--- config.mk ---
export PLATFORM = sky130hd
export DESIGN_NAME = arf_blend
export DESIGN_NICKNAME = d
export VERILOG_FILES = /design/src/hdl/arf_pkg.sv /design/src/hdl/arf_blend.sv
export SDC_FILE = /design/constraint.sdc
export NUM_CORES = 1
export LEC_CHECK = 0
export ABC_AREA = 1
export CAP_MARGIN = 20
export CORE_ASPECT_RATIO = 0.8
export CORE_MARGIN = 3
export CORE_UTILIZATION = 60
export DETAILED_ROUTE_END_ITERATION = 10
export DONT_BUFFER_PORTS = 1
export GPL_TIMING_DRIVEN = 0
export PLACE_DENSITY = 0.75
export SETUP_SLACK_MARGIN = 0.4
export SKIP_LAST_GASP = 1
export SYNTH_ARGS = -nofsm -noshare
export SYNTH_HDL_FRONTEND = slang
export SYNTH_SLANG_ARGS = --single-unit
--- constraint.sdc ---
create_clock -name clk -period 7.7 [get_ports clk]
set_input_delay 0.77 -clock clk [delete_from_list [all_inputs] [get_ports clk]]
set_output_delay 0.77 -clock clk [all_outputs]
set_load 0.02 [all_outputs]
--- src/hdl/arf_pkg.sv ---
// Shared types and constants for the alpha-blended rectangle fill unit.
// Used by arf_blend, arf_store, arf_ctrl and alpha_rect_fill_unit.
// No dependencies.
package arf_pkg;

	// Field widths.
	localparam int COORD_W = 11;
	localparam int POS_W   = 12;
	localparam int PIX_W   = 16;
	localparam int CNT_W   = 23;
	localparam int FADDR_W = 23;
	localparam int BASE_W  = 22;
	localparam int CIDX_W  = 2;

	// Command opcodes.
	localparam logic OP_FILL = 1'b0;
	localparam logic OP_READ = 1'b1;

	// Configuration register indexes.
	localparam logic [CIDX_W-1:0] CFG_X_LIMIT    = 2'd0;
	localparam logic [CIDX_W-1:0] CFG_Y_LIMIT    = 2'd1;
	localparam logic [CIDX_W-1:0] CFG_ROW_STRIDE = 2'd2;

	// Configuration values after reset.
	localparam logic [COORD_W-1:0] X_LIMIT_RST    = 11'd240;
	localparam logic [COORD_W-1:0] Y_LIMIT_RST    = 11'd320;
	localparam logic [COORD_W-1:0] ROW_STRIDE_RST = 11'd240;

	// Sequencer states.
	typedef enum logic [2:0] {
		ST_CLEAR,
		ST_IDLE,
		ST_SETUP,
		ST_ROW,
		ST_PIX,
		ST_RDWT,
		ST_MUL,
		ST_WRB
	} arf_state_t;

	typedef struct packed {
		logic [COORD_W-1:0] x_limit;
		logic [COORD_W-1:0] y_limit;
		logic [COORD_W-1:0] row_stride;
	} arf_cfg_t;

	typedef struct packed {
		logic               opcode;
		logic [POS_W-1:0]   y_pos;
		logic [POS_W-1:0]   x_pos;
		logic [COORD_W-1:0] rect_height;
		logic [COORD_W-1:0] rect_width;
		logic [7:0]         red;
		logic [7:0]         green;
		logic [7:0]         blue;
		logic [7:0]         alpha;
	} arf_cmd_t;

	typedef struct packed {
		logic             done;
		logic [PIX_W-1:0] read_data;
		logic [CNT_W-1:0] pixels_written;
	} arf_result_t;

	typedef struct packed {
		logic               rd_en;
		logic               wr_en;
		logic [FADDR_W-1:0] addr;
		logic [PIX_W-1:0]   wdata;
	} arf_mem_req_t;

	typedef struct packed {
		logic        en;
		logic [7:0]  inv_alpha;
		logic [15:0] color_term;
	} arf_blend_req_t;

endpackage

--- src/hdl/arf_blend.sv ---
// Two-stage blend unit: both bytes of a pixel word mixed with the fill color.
// Depends on arf_pkg for the request struct.
module arf_blend (
	input  logic                    clk,
	input  arf_pkg::arf_blend_req_t req,
	input  logic [15:0]             old_word,
	output logic [15:0]             new_word
);

	logic [15:0] prod_lo_s1;
	logic [15:0] prod_hi_s1;
	logic [16:0] sum_lo;
	logic [16:0] sum_hi;
	logic [16:0] rnd_lo;
	logic [16:0] rnd_hi;

	// Stage one: old byte times the inverse weight.
	always_ff @(posedge clk) begin
		if (req.en) begin
			prod_lo_s1 <= 16'(old_word[7:0]) * 16'(req.inv_alpha);
			prod_hi_s1 <= 16'(old_word[15:8]) * 16'(req.inv_alpha);
		end
	end

	// Stage two: add the color term and divide by 255.
	// The sum never exceeds 255*255, where (s + 1 + (s >> 8)) >> 8 is exact.
	always_comb begin
		sum_lo   = {1'b0, prod_lo_s1} + {1'b0, req.color_term};
		sum_hi   = {1'b0, prod_hi_s1} + {1'b0, req.color_term};
		rnd_lo   = sum_lo + 17'd1 + (sum_lo >> 8);
		rnd_hi   = sum_hi + 17'd1 + (sum_hi >> 8);
		new_word = {rnd_hi[15:8], rnd_lo[15:8]};
	end

endmodule

==> results.json <==
{
  "status": "completed",
  "post_cts_resized": 0,
  "fp-row-count": 37,
  "rsz0062_at_grt": "false",
  "hold_start": "req[24]",
  "hold_ws_ns": 0.609,
  "cts_max_path_buffers": 2,
  "post_cts_buffers": 0,
  "cp.required_ns": 7.71,
  "io-pin-count": 58,
  "fill_cells": 1208,
  "drv_slew": 0,
  "fin_setup_tns_ns": 0,
  "worstHoldPathCells": 0,
  "drc": 0,
  "synth-edff-count": 32,
  "leakage_nw": 5.23,
  "drtIter0Drc": 338,
  "finalNetCount": 1393,
  "synthTopCellsByCount": "nand2_1, inv_1, ha_1",
  "antenna_left": 0,
  "fin_crit_sh_pct": 65.6,
  "final_util_pct": 65.5,
  "ir_drop_mv": 0.339,
  "start_util_pct": 62.6,
  "tightest_slew_ns": 0.568,
  "cts_hold_buf": 0,
  "hold_viol": 0,
  "area_growth_pct": 4.67,
  "min_path_type": "in -> reg",
  "synth.distinct_cells": 33,
  "grt_max_degree": 33,
  "cp-end-kind": "flop",
  "finalCriticalPeriod_ns": 5.05,
  "routed_wl_um": 17100,
  "cts_buffers": 5,
  "core_mm2": 0.0131,
  "clk_pin_slew_worst_paths_ns": 0.05,
  "tritoncts": "done",
  "avgSynthCellArea_um2": 7.13,
  "ys_async_sr_fraction_pct": 0,
  "crit_type": "in -> reg",
  "synth_top_cell_by_area": "ha_1",
  "drv_cap": 0,
  "viasPerCell": 5.00,
  "setup_viol": 0,
  "portBuffers": 0,
  "grt_pass1_vias": 6243,
  "cellPowerDensity_mw_per_mm2": 365,
  "die-area_mm2": 0.0151,
  "yosys_warnings": 0,
  "wl_per_cell_um": 12.9,
  "start_kind": "input pin",
  "vias": 6669,
  "dieHeight_um": 111,
  "root_buffer": "clkbuf_16",
  "synth_most_common_cell": "nand2_1",
  "fmax_mhz": 198,
  "diodes": 0,
  "syn_area_mm2": 0.00820,
  "synthesis.nets": 1386,
  "crit_arrival_ns": 5.06,
  "synth-seq-area-share_pct": 11.7,
  "synthTopCellsByArea": "ha_1, fa_1, nand2_1",
  "slew_headroom_pct": 62.1,
  "netlist.area_leader.share_pct": 18.3,
  "hold_path_end": "prod_lo_s1[15]",
  "fp.dieW_um": 137,
  "firstDrtPassIters": 5,
  "antenna_found_initial": 0,
  "critPathMaxFanout": 10,
  "htreeDepth": 2,
  "synthCells": 1150,
  "clock_sink_count": 32,
  "ys_ff_latch": 32,
  "grt.total_usage_pct": 23.5,
  "grt_pass1_wl_um": 29400,
  "gp_congestion": 0.886,
  "drive_above_1_share_pct": 7.34,
  "synth_ff_type": "edfxtp_1",
  "dp_hpwl_um": 14900,
  "overflow": 0
}
==> flip-flops by register name (all words and copies together), names as in the netlist <==
name / count
prod_hi_s1: 16
prod_lo_s1: 16
==> where the power goes <==
part,leakage [nW],internal (W),total (W),switching [W]
Sequential,0.312,0.000306,0.000328,0.0000225
Clock,0.0808,0.000152,0.000219,0.0000672
Combinational,4.84,0.000904,0.00258,0.00168
Total,5.23,0.00136,0.00313,0.00177
==> layer usage <==
layer / up-vias / global-route usage (%) / share of wire (%)
met5: - / 0 / 0
met4: 0 / 4.90 / 1.4
met3: 15 / 1.96 / 4.8
met2: 132 / 36.7 / 44
met1: 3007 / 35.6 / 50
li1: 3515 / - / -
==> critical path, cell delays in order <==
cell	delay (ns)
clkbuf_1	0.32
clkbuf_1	0.45
nand2_1	0.15
fa_1	0.58
fa_1	0.45
fa_1	0.47
fa_1	0.49
inv_1	0.04
ha_1	0.32
inv_1	0.08
o21bai_1	0.22
a21oi_1	0.09
o21ai_0	0.27
nand2_1	0.09
a21oi_1	0.17
xor2_1	0.10
==> logic make-up after synthesis <==
group	share of synthesized area (%)
AND/OR/NAND/NOR	25.6
XOR/XNOR	4.90
adder cells (fa/ha/maj)	36.4
flip-flops	11.7
buffers and inverters	14.7
AO/OA/AOI/OAI	6.64
==> final cells by class <==
cell class	count	area, um^2	share of cell area, %
Tap cell	175	219	2.55
Clock inverter	2	35.0	0.408
Buffer	32	120	1.40
Multi-Input combinational cell	796	6030	70.2
Clock buffer	6	129	1.50
Inverter	290	1090	12.7
Sequential cell	32	961	11.2
==> stage by stage <==
step | worst slack [ns] | total power, W | cells | area [um^2]
6_report | 2.65 | 0.00313 | 1333 | 8580
5_1_grt | 2.36 | 0.00351 | 1333 | 8580
4_1_cts | 2.64 | 0.00313 | 1333 | 8580
3_5_place_dp | 2.35 | 0.00289 | 1325 | 8410
3_3_place_gp | 2.36 | 0.00285 | 1325 | 8410
2_1_floorplan | 2.94 | 0.00245 | 1150 | 8200
==> cell usage in the layout, fill, tap and decap left out, types with 3 or more instances in the layout <==
master     count
nor2_2        11
xnor2_1       16
nand4_1       15
clkbuf_16      5
xor2_1        28
nand2_1      303
o21ai_1        3
nand2_4        6
edfxtp_1      32
clkbuf_1      33
a31oi_1        5
nand3_1       35
o2111ai_1      4
fa_1          74
nor2_1        35
ha_1         120
nor2_4         3
o21a_1         3
a21oi_1       57
o21bai_1       4
o21ai_0       15
nand3_2       10
inv_2          4
nand2_2       34
a21oi_2        4
inv_1        285
==> worst max-delay path by stage <==
stage	startpoint	to	slack (ns)
after floorplan	req[21]	prod_lo_s1[13]	2.94
after global placement	req[21]	prod_lo_s1[13]	2.36
after detailed placement	req[21]	prod_lo_s1[13]	2.35
after CTS	req[21]	prod_lo_s1[13]	2.64
after global routing	req[21]	prod_lo_s1[13]	2.36
final	req[21]	prod_lo_s1[12]	2.65
Power figures use the tool's default switching activity.
