<file path="src/hdl/arf_pkg.sv">
// Shared types and constants for the alpha-blended rectangle fill unit.
// Used by arf_blend, arf_store, arf_ctrl and alpha_rect_fill_unit.
// No dependencies.
package arf_pkg;

	// Field widths.
	localparam int COORD_W = 11;
	localparam int POS_W   = 12;
	localparam int PIX_W   = 16;
	localparam int CNT_W   = 23;
	localparam int FADDR_W = 23;
	localparam int BASE_W  = 22;
	localparam int CIDX_W  = 2;

	// Command opcodes.
	localparam logic OP_FILL = 1'b0;
	localparam logic OP_READ = 1'b1;

	// Configuration register indexes.
	localparam logic [CIDX_W-1:0] CFG_X_LIMIT    = 2'd0;
	localparam logic [CIDX_W-1:0] CFG_Y_LIMIT    = 2'd1;
	localparam logic [CIDX_W-1:0] CFG_ROW_STRIDE = 2'd2;

	// Configuration values after reset.
	localparam logic [COORD_W-1:0] X_LIMIT_RST    = 11'd240;
	localparam logic [COORD_W-1:0] Y_LIMIT_RST    = 11'd320;
	localparam logic [COORD_W-1:0] ROW_STRIDE_RST = 11'd240;

	// Sequencer states.
	typedef enum logic [2:0] {
		ST_CLEAR,
		ST_IDLE,
		ST_SETUP,
		ST_ROW,
		ST_PIX,
		ST_RDWT,
		ST_MUL,
		ST_WRB
	} arf_state_t;

	typedef struct packed {
		logic [COORD_W-1:0] x_limit;
		logic [COORD_W-1:0] y_limit;
		logic [COORD_W-1:0] row_stride;
	} arf_cfg_t;

	typedef struct packed {
		logic               opcode;
		logic [POS_W-1:0]   y_pos;
		logic [POS_W-1:0]   x_pos;
		logic [COORD_W-1:0] rect_height;
		logic [COORD_W-1:0] rect_width;
		logic [7:0]         red;
		logic [7:0]         green;
		logic [7:0]         blue;
		logic [7:0]         alpha;
	} arf_cmd_t;

	typedef struct packed {
		logic             done;
		logic [PIX_W-1:0] read_data;
		logic [CNT_W-1:0] pixels_written;
	} arf_result_t;

	typedef struct packed {
		logic               rd_en;
		logic               wr_en;
		logic [FADDR_W-1:0] addr;
		logic [PIX_W-1:0]   wdata;
	} arf_mem_req_t;

	typedef struct packed {
		logic        en;
		logic [7:0]  inv_alpha;
		logic [15:0] color_term;
	} arf_blend_req_t;

endpackage

</file>
<file path="src/hdl/arf_ctrl.sv">
// Sequencer: store clear, clip setup, row/column walk, pixel read and read-modify-write.
// Depends on arf_pkg; drives arf_store and arf_blend through request structs.
module arf_ctrl #(
	parameter int STORE_DEPTH = 131072,
	parameter int MAX_RES     = 1024
) (
	input  logic                    clk,
	input  logic                    arst_n,
	input  arf_pkg::arf_cfg_t       cfg,
	input  logic                    cmd_valid,
	input  arf_pkg::arf_cmd_t       cmd,
	output logic                    cmd_ready,
	input  logic                    res_ready,
	output arf_pkg::arf_result_t    res,
	output arf_pkg::arf_mem_req_t   mem_req,
	input  logic [15:0]             mem_rdata,
	output arf_pkg::arf_blend_req_t blend_req,
	input  logic [15:0]             blend_word
);

	localparam int AW = $clog2(STORE_DEPTH);
	localparam logic [AW-1:0] CLR_LAST = AW'(STORE_DEPTH - 1);
	localparam logic [arf_pkg::FADDR_W-1:0] DEPTH_W = arf_pkg::FADDR_W'(STORE_DEPTH);
	localparam logic [12:0] MAX_RES_W = 13'(MAX_RES);

	arf_pkg::arf_state_t state_q, state_d;

	logic [AW-1:0]                    clr_q;
	arf_pkg::arf_cmd_t                cmd_q;
	logic [arf_pkg::COORD_W-1:0]      i_q, j_q, x0_q, x1_q, y1_q;
	logic [arf_pkg::BASE_W-1:0]       base_q;
	logic [7:0]                       inv_a_q;
	logic [15:0]                      va_q;
	logic [arf_pkg::PIX_W-1:0]        data_q;
	logic [arf_pkg::CNT_W-1:0]        cnt_q;

	logic [arf_pkg::COORD_W-1:0]      xl, yl, x0, y0, x1, y1;
	logic signed [12:0]               x_end, y_end;
	logic                             empty, rd_neg;
	logic [7:0]                       packed_color;
	logic [arf_pkg::FADDR_W-1:0]      addr_sum;
	logic                             in_store;
	logic [arf_pkg::COORD_W:0]        j_inc, i_inc;
	logic                             last_col, last_row;
	logic                             done_d;
	logic                             hold;

	// Clip bounds for a fill, from the latched command.
	always_comb begin
		xl = ({2'b00, cfg.x_limit} > MAX_RES_W) ? MAX_RES_W[10:0] : cfg.x_limit;
		yl = ({2'b00, cfg.y_limit} > MAX_RES_W) ? MAX_RES_W[10:0] : cfg.y_limit;
		x0 = cmd_q.x_pos[11] ? '0 : cmd_q.x_pos[10:0];
		y0 = cmd_q.y_pos[11] ? '0 : cmd_q.y_pos[10:0];
		x_end = $signed({cmd_q.x_pos[11], cmd_q.x_pos}) + $signed({2'b00, cmd_q.rect_width});
		y_end = $signed({cmd_q.y_pos[11], cmd_q.y_pos}) + $signed({2'b00, cmd_q.rect_height});
		if (x_end[12]) begin
			x1 = '0;
		end else if (x_end > $signed({2'b00, xl})) begin
			x1 = xl;
		end else begin
			x1 = x_end[10:0];
		end
		if (y_end[12]) begin
			y1 = '0;
		end else if (y_end > $signed({2'b00, yl})) begin
			y1 = yl;
		end else begin
			y1 = y_end[10:0];
		end
		empty        = (x0 >= x1) || (y0 >= y1);
		rd_neg       = cmd_q.x_pos[11] || cmd_q.y_pos[11];
		packed_color = {cmd_q.red[7:5], cmd_q.blue[7:6], cmd_q.green[7:5]};
	end

	// Current pixel address and walk position.
	always_comb begin
		addr_sum = {1'b0, base_q} + arf_pkg::FADDR_W'(j_q);
		in_store = addr_sum < DEPTH_W;
		j_inc    = {1'b0, j_q} + 12'd1;
		i_inc    = {1'b0, i_q} + 12'd1;
		last_col = j_inc >= {1'b0, x1_q};
		last_row = i_inc >= {1'b0, y1_q};
	end

	// State register.
	always_ff @(posedge clk or negedge arst_n) begin
		if (!arst_n) begin
			state_q <= arf_pkg::ST_CLEAR;
			clr_q   <= '0;
		end else begin
			state_q <= state_d;
			if (state_q == arf_pkg::ST_CLEAR) begin
				clr_q <= clr_q + AW'(1);
			end
		end
	end

	// Next state, memory and blend requests, result.
	always_comb begin
		state_d              = state_q;
		mem_req              = '0;
		blend_req.en         = 1'b0;
		blend_req.inv_alpha  = inv_a_q;
		blend_req.color_term = va_q;
		done_d               = 1'b0;
		cmd_ready            = (state_q == arf_pkg::ST_IDLE);
		case (state_q)
			arf_pkg::ST_CLEAR: begin
				mem_req.wr_en = 1'b1;
				mem_req.addr  = arf_pkg::FADDR_W'(clr_q);
				if (clr_q == CLR_LAST) begin
					state_d = arf_pkg::ST_IDLE;
				end
			end
			arf_pkg::ST_IDLE: begin
				if (cmd_valid) begin
					state_d = arf_pkg::ST_SETUP;
				end
			end
			arf_pkg::ST_SETUP: begin
				if (cmd_q.opcode == arf_pkg::OP_READ) begin
					if (rd_neg) begin
						done_d = 1'b1;
					end else begin
						state_d = arf_pkg::ST_ROW;
					end
				end else if (empty) begin
					done_d = 1'b1;
				end else begin
					state_d = arf_pkg::ST_ROW;
				end
			end
			arf_pkg::ST_ROW: begin
				state_d = arf_pkg::ST_PIX;
			end
			arf_pkg::ST_PIX: begin
				mem_req.addr = addr_sum;
				if (cmd_q.opcode == arf_pkg::OP_READ) begin
					if (in_store) begin
						mem_req.rd_en = 1'b1;
						state_d       = arf_pkg::ST_RDWT;
					end else begin
						done_d = 1'b1;
					end
				end else if (in_store) begin
					mem_req.rd_en = 1'b1;
					state_d       = arf_pkg::ST_MUL;
				end else if (last_col) begin
					if (last_row) begin
						done_d = 1'b1;
					end else begin
						state_d = arf_pkg::ST_ROW;
					end
				end
			end
			arf_pkg::ST_RDWT: begin
				done_d = 1'b1;
			end
			arf_pkg::ST_MUL: begin
				blend_req.en = 1'b1;
				state_d      = arf_pkg::ST_WRB;
			end
			arf_pkg::ST_WRB: begin
				mem_req.wr_en = 1'b1;
				mem_req.addr  = addr_sum;
				mem_req.wdata = blend_word;
				if (last_col) begin
					if (last_row) begin
						done_d = 1'b1;
					end else begin
						state_d = arf_pkg::ST_ROW;
					end
				end else begin
					state_d = arf_pkg::ST_PIX;
				end
			end
			default: begin
				state_d = arf_pkg::ST_IDLE;
			end
		endcase
		// A finished command parks here until the output register has room.
		// The read word and the last pixel's count are taken as they arrive.
		res.done           = 1'b0;
		res.read_data      = (state_q == arf_pkg::ST_RDWT) ? mem_rdata : data_q;
		res.pixels_written = (state_q == arf_pkg::ST_WRB) ? cnt_q + arf_pkg::CNT_W'(1)
			: cnt_q;
		hold               = done_d && !res_ready;
		if (done_d) begin
			if (res_ready) begin
				res.done = 1'b1;
				state_d  = arf_pkg::ST_IDLE;
			end else begin
				state_d = state_q;
			end
		end
	end

	// Datapath registers; frozen while a finished command waits.
	always_ff @(posedge clk) begin
		if (!hold) begin
			case (state_q)
				arf_pkg::ST_IDLE: begin
					cmd_q  <= cmd;
					data_q <= '0;
					cnt_q  <= '0;
				end
				arf_pkg::ST_SETUP: begin
					inv_a_q <= ~cmd_q.alpha;
					va_q    <= 16'(packed_color) * 16'(cmd_q.alpha);
					x0_q    <= x0;
					x1_q    <= x1;
					y1_q    <= y1;
					if (cmd_q.opcode == arf_pkg::OP_READ) begin
						i_q <= cmd_q.y_pos[10:0];
						j_q <= cmd_q.x_pos[10:0];
					end else begin
						i_q <= y0;
						j_q <= x0;
					end
				end
				arf_pkg::ST_ROW: begin
					base_q <= arf_pkg::BASE_W'(i_q) * arf_pkg::BASE_W'(cfg.row_stride);
				end
				arf_pkg::ST_PIX: begin
					if (cmd_q.opcode == arf_pkg::OP_FILL && !in_store && !last_col) begin
						j_q <= j_inc[10:0];
					end else if (cmd_q.opcode == arf_pkg::OP_FILL && !in_store) begin
						j_q <= x0_q;
						i_q <= i_inc[10:0];
					end
				end
				arf_pkg::ST_RDWT: begin
					data_q <= mem_rdata;
				end
				arf_pkg::ST_WRB: begin
					cnt_q <= cnt_q + arf_pkg::CNT_W'(1);
					if (last_col) begin
						j_q <= x0_q;
						i_q <= i_inc[10:0];
					end else begin
						j_q <= j_inc[10:0];
					end
				end
				default: begin
				end
			endcase
		end
	end

`ifndef SYNTHESIS
	// The store port never reads and writes in the same cycle.
	assert property (@(posedge clk) disable iff (!arst_n)
		!(mem_req.rd_en && mem_req.wr_en))
		else $error("store read and write in the same cycle");

	// Every store access stays inside the store.
	assert property (@(posedge clk) disable iff (!arst_n)
		(mem_req.rd_en || mem_req.wr_en) |-> (mem_req.addr < DEPTH_W))
		else $error("store access past its depth");

	// A result is handed over only when the output register can take it.
	assert property (@(posedge clk) disable iff (!arst_n)
		res.done |-> res_ready)
		else $error("result handed over while output register full");

	// A blended write follows the blend stage of the same pixel, or waits in place.
	assert property (@(posedge clk) disable iff (!arst_n)
		(state_q == arf_pkg::ST_WRB) |->
		($past(state_q) == arf_pkg::ST_MUL || $past(state_q) == arf_pkg::ST_WRB))
		else $error("pixel write without a preceding blend stage");

	// No command is taken during the clearing pass.
	assert property (@(posedge clk) disable iff (!arst_n)
		(state_q == arf_pkg::ST_CLEAR) |-> !cmd_ready)
		else $error("command accepted while clearing the store");
`endif

endmodule

</file>
<file path="config.mk">
export PLATFORM = sky130hd
export DESIGN_NAME = arf_ctrl
export DESIGN_NICKNAME = d
export VERILOG_FILES = /design/src/hdl/arf_pkg.sv /design/src/hdl/arf_ctrl.sv
export SDC_FILE = /design/constraint.sdc
export NUM_CORES = 1
export LEC_CHECK = 0
export BUFFER_PORTS_ARGS = -buffer_cell sky130_fd_sc_hd__buf_2
export CAP_MARGIN = 5
export CELL_PAD_IN_SITES_DETAIL_PLACEMENT = 1
export CELL_PAD_IN_SITES_GLOBAL_PLACEMENT = 2
export CORE_ASPECT_RATIO = 1.5
export CORE_MARGIN = 4
export CORE_UTILIZATION = 38
export DETAILED_ROUTE_END_ITERATION = 10
export GPL_ROUTABILITY_DRIVEN = 0
export HOLD_SLACK_MARGIN = 0.05
export PLACE_DENSITY_LB_ADDON = 0.15
export SYNTH_ARGS = -nofsm -noshare
export SYNTH_HDL_FRONTEND = slang
export SYNTH_SLANG_ARGS = --single-unit
</file>
<file path="constraint.sdc">
create_clock -name clk -period 10.7 [get_ports clk]
set_input_delay 2.14 -clock clk [delete_from_list [all_inputs] [get_ports clk]]
set_output_delay 2.14 -clock clk [all_outputs]
set_load 0.02 [all_outputs]
</file>
==> flow_metrics.env, run 1 <==
export IMPL_syn_area_per_cell_sq_um=9.99
export IMPL_cts_hold_buf=0
export IMPL_final_common_cell="buf_2"
export IMPL_vias_per_cell=5.16
export IMPL_first_global_vias=16400
export IMPL_tns_ns=0
export IMPL_drive_above_1_share_pct=15.5
export IMPL_fin_crit_ns=10.02
export IMPL_core_area_sq_mm=0.0505
export IMPL_start_util_pct=38.3
export IMPL_cp_end_kind="output port"
export IMPL_synthToLayoutAreaGrowth_pct=14.4
export IMPL_cts_clk_slew_worst_paths_ns=0.06
export IMPL_cts_tree="yes"
export IMPL_fmax_ghz=0.0998
export IMPL_dr_first_iter_drc_count=495
export IMPL_cts_max_path_buffers=3
export IMPL_drt_wl_total_mm=53.9
export IMPL_cp_required_ns=8.56
export IMPL_pre_cts_slack_ns=1.02
export IMPL_worstMarginPinSlew_ns=1.23
export IMPL_reg2reg_slack_ns=2.11
export IMPL_dpl_hpwl_mm=43.6
export IMPL_grt_max_degree=64
export IMPL_worstHoldStart="clr_q[12]"
export IMPL_synth_edff_count=203
export IMPL_async_flop_share_pct=8.97
export IMPL_synth_distinct_cells=73
export IMPL_synth_cells=1938
export IMPL_drc_errors=0
export IMPL_slowest_delay_ns=0.51
export IMPL_ant_nets=0
export IMPL_r2r_end="j_q[0]"
export IMPL_crit_type="flop to output port"
export IMPL_ys_ff_latch=223
export IMPL_postCtsSetupRepairBufs=0
export IMPL_grt_usage_pct=19.8
export IMPL_ctsRootBufferMaster="clkbuf_16"
export IMPL_hold_viol_final=0
export IMPL_cts_buffers=27
export IMPL_syn_num_nets=2405
export IMPL_path_buf_inv=3
export IMPL_rsz0062_at_grt="no"
export IMPL_path_max_fanout=15
export IMPL_clock_latency_ns=0.57
export IMPL_portBuffers=238
export IMPL_hold_depth=1
export IMPL_hold_end="clr_q[12]"
export IMPL_r2r_cells=29
export IMPL_synth_area_top_cells="edfxtp_1 (31%), ha_1 (13%), fa_1 (12%), nand2_1 (4.1%), and2_1 (4.0%)"
export IMPL_drt_first_pass_iters=4
export IMPL_grt_first_pass_wirelength_mm=86.5
export IMPL_cp_start_kind="flop"
export IMPL_setup_viol=0
export IMPL_num_rows=101
export IMPL_wl_per_cell_um=18.9
export IMPL_fin_skew_ns=0.0150
export IMPL_dieArea_sq_mm=0.0547
export IMPL_slew_headroom_pct=18.0
export IMPL_die_h_um=284
export IMPL_synth_sequential_area_ratio_pct=34.1
export IMPL_die_w_um=192
export IMPL_most_common_layout_cells="buf_2 (238), nand2_1 (213), inv_1 (204)"
export IMPL_ys_flop_type="edfxtp_1"
export IMPL_cts_htree_levels=1
export IMPL_maxCapViolCount=0
export IMPL_via_count=14700
export IMPL_outcome="complete, no violations"
export IMPL_maxSlewViolCount=0
export IMPL_final_setup_worst_slack_ns=0.681
export IMPL_synth_area_sq_mm=0.0194
export IMPL_overflow=0
export IMPL_arrival_ns=7.88
export IMPL_fin_nets=2620
export IMPL_min_period_over_period_pct=93.6
export IMPL_cp_slowest_cell="edfxtp_1"
export IMPL_yosysWarningCount=0
export IMPL_critPathTopFamily="compound AO/OA/AOI/OAI gates"
export IMPL_r2r_start="cmd_q[54]"
export IMPL_synth_top_cell_by_area="edfxtp_1"
export IMPL_synth_top_area_share_pct=31.5
export IMPL_antenna_found_initial=7
export IMPL_cts_sinks=223
export IMPL_worst_hold_path_type="flop to flop"
export IMPL_boundaryPins=255
[worst max-delay path by stage]
stage | start | endpoint | slack [ns] | depth (start not counted)
final | cmd_q[54] | res[39] | 0.68 | 29
after global routing | cmd_q[54] | res[39] | 0.11 | 29
after CTS | cmd_q[54] | res[39] | 0.42 | 29
after detailed placement | cfg[21] | res[39] | 1.02 | 26
after global placement | cfg[21] | res[39] | 1.15 | 26
after floorplan | cfg[21] | inv_a_q[0] | 1.72 | 25
[logic make-up after synthesis]
group,synth area share [%]
buffers and inverters,5.41
adder cells (fa/ha/maj),25.2
flip-flops,34.1
AND/OR/NAND/NOR,17.4
multiplexers,2.94
XOR/XNOR,5.52
AO/OA/AOI/OAI,9.37
[cell type report]
cell class                 instances  area (sq um)
antenna                            3          7.51
clock buffer                      29           683
clock inverter                    21           196
fill                            5794         28400
inverter                         207           777
multi-input combinational       1442         11700
sequential                       223          6600
tap                              669           837
timing repair buffer             252          1300
[sequential cells by signal, summed over array words and instances (netlist names), 16 cells and up]
| signal | cells |
|---|---|
| data_q | 16 |
| base_q | 22 |
| clr_q | 17 |
| cnt_q | 23 |
| cmd_q | 63 |
| va_q | 16 |
[worst register-to-register path: cells and delay by family (launching register included)]
family | cells | cell delay, ns
buffers and inverters | 2 | 0.29
AND/OR/NAND/NOR | 6 | 1.16
AO/OA/AOI/OAI | 17 | 4.98
adder cells (fa/ha/maj) | 4 | 1.30
flip-flops | 1 | 0.51
[repair_timing]
action	CTS	global route
resized for setup	0	2
hold endpoints to repair	0	0
setup endpoints to repair	0	1
[layer usage]
metal / track usage, % / up-vias / share of wire [%]
li1: - / 7071 / -
met1: 22.7 / 7300 / 40
met2: 38.2 / 232 / 54
met3: 2.80 / 61 / 4.3
met4: 4.14 / 10 / 1.9
met5: 0 / - / 0.10
[per-stage QoR]
stage	utilization (%)	hold WS [ns]	cell area (sq um)	std cells
floorplan	-	0.459	19400	1938
global placement	42.0	0.482	21200	2793
detailed placement	42.0	0.491	21200	2793
CTS	43.8	0.502	22100	2843
global route	43.8	0.511	22100	2845
finish	43.8	0.499	22100	2846
[Yosys cell counts, drive strengths merged, types with 17 or more instances]
cell type	count
xor2	45
nor2b	43
clkbuf	61
and3	49
ha	200
and2	123
dfrtp	20
mux2i	37
nand3	56
mux2	17
fa	119
a21oi	61
nor2	103
nand2	213
nor3	26
edfxtp	203
nand4	17
a21o	36
xnor2	77
o21ai	65
inv	205
Power of run 1 is left out: the tool's default activity adds up to more than one toggle a clock period on the data nets, which glitch-free logic cannot reach.
==> run 2, diff against run 1 <==
--- a/config.mk
+++ b/config.mk
@@ -16,6 +16,7 @@
 export GPL_ROUTABILITY_DRIVEN = 0
 export HOLD_SLACK_MARGIN = 0.05
 export PLACE_DENSITY_LB_ADDON = 0.15
+export RECOVER_POWER = 100
 export SYNTH_ARGS = -nofsm -noshare
 export SYNTH_HDL_FRONTEND = slang
 export SYNTH_SLANG_ARGS = --single-unit
==> run 2 against run 1 <==
  * The run now ends with max-capacitance violations, max-slew violations left
  * Global-route usage unchanged
  * Routed wire length up 0.17%
  * Clock skew about the same
  * Sequential cell count unchanged
  * Critical path type unchanged
  * Largest cell class unchanged
  * Highest routed layer unchanged
==> flow_metrics.env, run 2 (synthesized netlist as in run 1, its figures left out) <==
export IMPL_first_global_vias=16400
export IMPL_largest_register_ffs=63
export IMPL_slew_headroom_pct=-143
export IMPL_fin_crit_ns=10.04
export IMPL_die_h_um=284
export IMPL_grt_max_degree=64
export IMPL_cts_hold_buf=0
export IMPL_cp_slowest_cell="edfxtp_1"
export IMPL_dpl_hpwl_mm=43.6
export IMPL_drc_errors=0
export IMPL_portBuffers=238
export IMPL_drt_first_pass_iters=4
export IMPL_fin_skew_ns=0.0154
export IMPL_die_w_um=192
export IMPL_num_rows=101
export IMPL_r2r_cells=30
export IMPL_most_common_layout_cells="nand2_1 (213), inv_1 (204), edfxtp_1 (203)"
export IMPL_cts_buffers=27
export IMPL_worst_hold_path_type="flop to flop"
export IMPL_setup_viol=0
export IMPL_cts_max_path_buffers=3
export IMPL_antenna_found_initial=7
export IMPL_crit_type="flop to output port"
export IMPL_cts_tree="yes"
export IMPL_cts_htree_levels=1
export IMPL_vias_per_cell=5.16
export IMPL_hold_viol_final=0
export IMPL_min_period_over_period_pct=93.8
export IMPL_clock_latency_ns=0.57
export IMPL_pre_cts_slack_ns=1.02
export IMPL_rsz0062_at_grt="no"
export IMPL_core_area_sq_mm=0.0505
export IMPL_grt_first_pass_wirelength_mm=86.5
export IMPL_cp_start_kind="flop"
export IMPL_final_common_cell="nand2_1"
export IMPL_arrival_ns=7.90
export IMPL_grt_usage_pct=19.8
export IMPL_wl_per_cell_um=19.0
export IMPL_top_register="cmd_q"
export IMPL_violations="max-capacitance violations, max-slew violations"
export IMPL_start_util_pct=38.3
export IMPL_ctsRootBufferMaster="clkbuf_16"
export IMPL_slowest_delay_ns=0.51
export IMPL_cp_required_ns=8.56
export IMPL_cts_sinks=223
export IMPL_r2r_start="cmd_q[54]"
export IMPL_worstMarginPinSlew_ns=3.65
export IMPL_dr_first_iter_drc_count=495
export IMPL_fmax_ghz=0.0996
export IMPL_dieArea_sq_mm=0.0547
export IMPL_reg2reg_slack_ns=1.15
export IMPL_boundaryPins=255
export IMPL_top_regs="cmd_q: 63 flops, cnt_q: 23 flops, base_q: 22 flops"
export IMPL_fin_nets=2620
export IMPL_endpoint="res[39]"
export IMPL_outcome="finished, violations left"
export IMPL_overflow=0
export IMPL_r2r_end="va_q[8]"
export IMPL_cp_end_kind="output port"
export IMPL_maxCapViolCount=2
export IMPL_drive_above_1_share_pct=9.84
export IMPL_drt_wl_total_mm=53.9
export IMPL_synthToLayoutAreaGrowth_pct=13.3
export IMPL_cts_clk_slew_worst_paths_ns=0.06
export IMPL_final_setup_worst_slack_ns=0.660
export IMPL_ant_nets=0
export IMPL_crit_path_start="cmd_q[54]"
export IMPL_path_max_fanout=15
export IMPL_maxSlewViolCount=107
export IMPL_tns_ns=0
export IMPL_via_count=14700
## run 2: routing by layer
layer,vias up,global-route usage [%],wire [um]
met5,-,0,69
met4,10,4.14,974
met3,62,2.80,2400
met2,250,38.2,29200
met1,7299,22.7,21300
li1,7073,-,-
## run 2: timing repair
item                                   CTS  global route
resized for setup                        0             2
setup endpoints to repair                0             1
endpoints found under the hold margin    0             0
buffers inserted                         0             0
## run 2: final cells by class
type / instances / area, sq um
Antenna cell: 3 / 7.51
Clock buffer: 29 / 683
Clock inverter: 21 / 196
Fill cell: 5815 / 28600
Inverter: 207 / 777
Multi-Input combinational cell: 1442 / 11700
Sequential cell: 223 / 6600
Tap cell: 669 / 837
Timing Repair Buffer: 252 / 1120
## run 2: how the worst min path moves through the flow
stage | start | to | slack (ns) | depth (start not counted)
2_1_floorplan | clr_q[10] | clr_q[10] | 0.46 | 1
3_3_place_gp | clr_q[14] | clr_q[14] | 0.48 | 1
3_5_place_dp | clr_q[15] | clr_q[15] | 0.49 | 1
4_1_cts | clr_q[15] | clr_q[15] | 0.50 | 1
5_1_grt | clr_q[15] | clr_q[15] | 0.51 | 1
6_report | clr_q[12] | clr_q[12] | 0.50 | 1
## run 2: stage by stage
stage	util [%]	std cells	area (sq um)	hold slack [ns]
finish	43.4	2846	21900	0.496
global route	43.4	2845	21900	0.511
CTS	43.8	2843	22100	0.502
detailed placement	42.0	2793	21200	0.491
global placement	42.0	2793	21200	0.482
floorplan	-	1938	19400	0.459
## run 2: critical path: cells and delay by family, from the launching register on
family / cells / cell delay (ns)
AOI/OAI and AO/OA: 16 / 3.99
adders and majority gates: 4 / 1.30
buffers and inverters: 3 / 0.47
DFF: 1 / 0.51
and+or+nand+nor: 6 / 1.08
Power of run 2 is left out for the same reason.
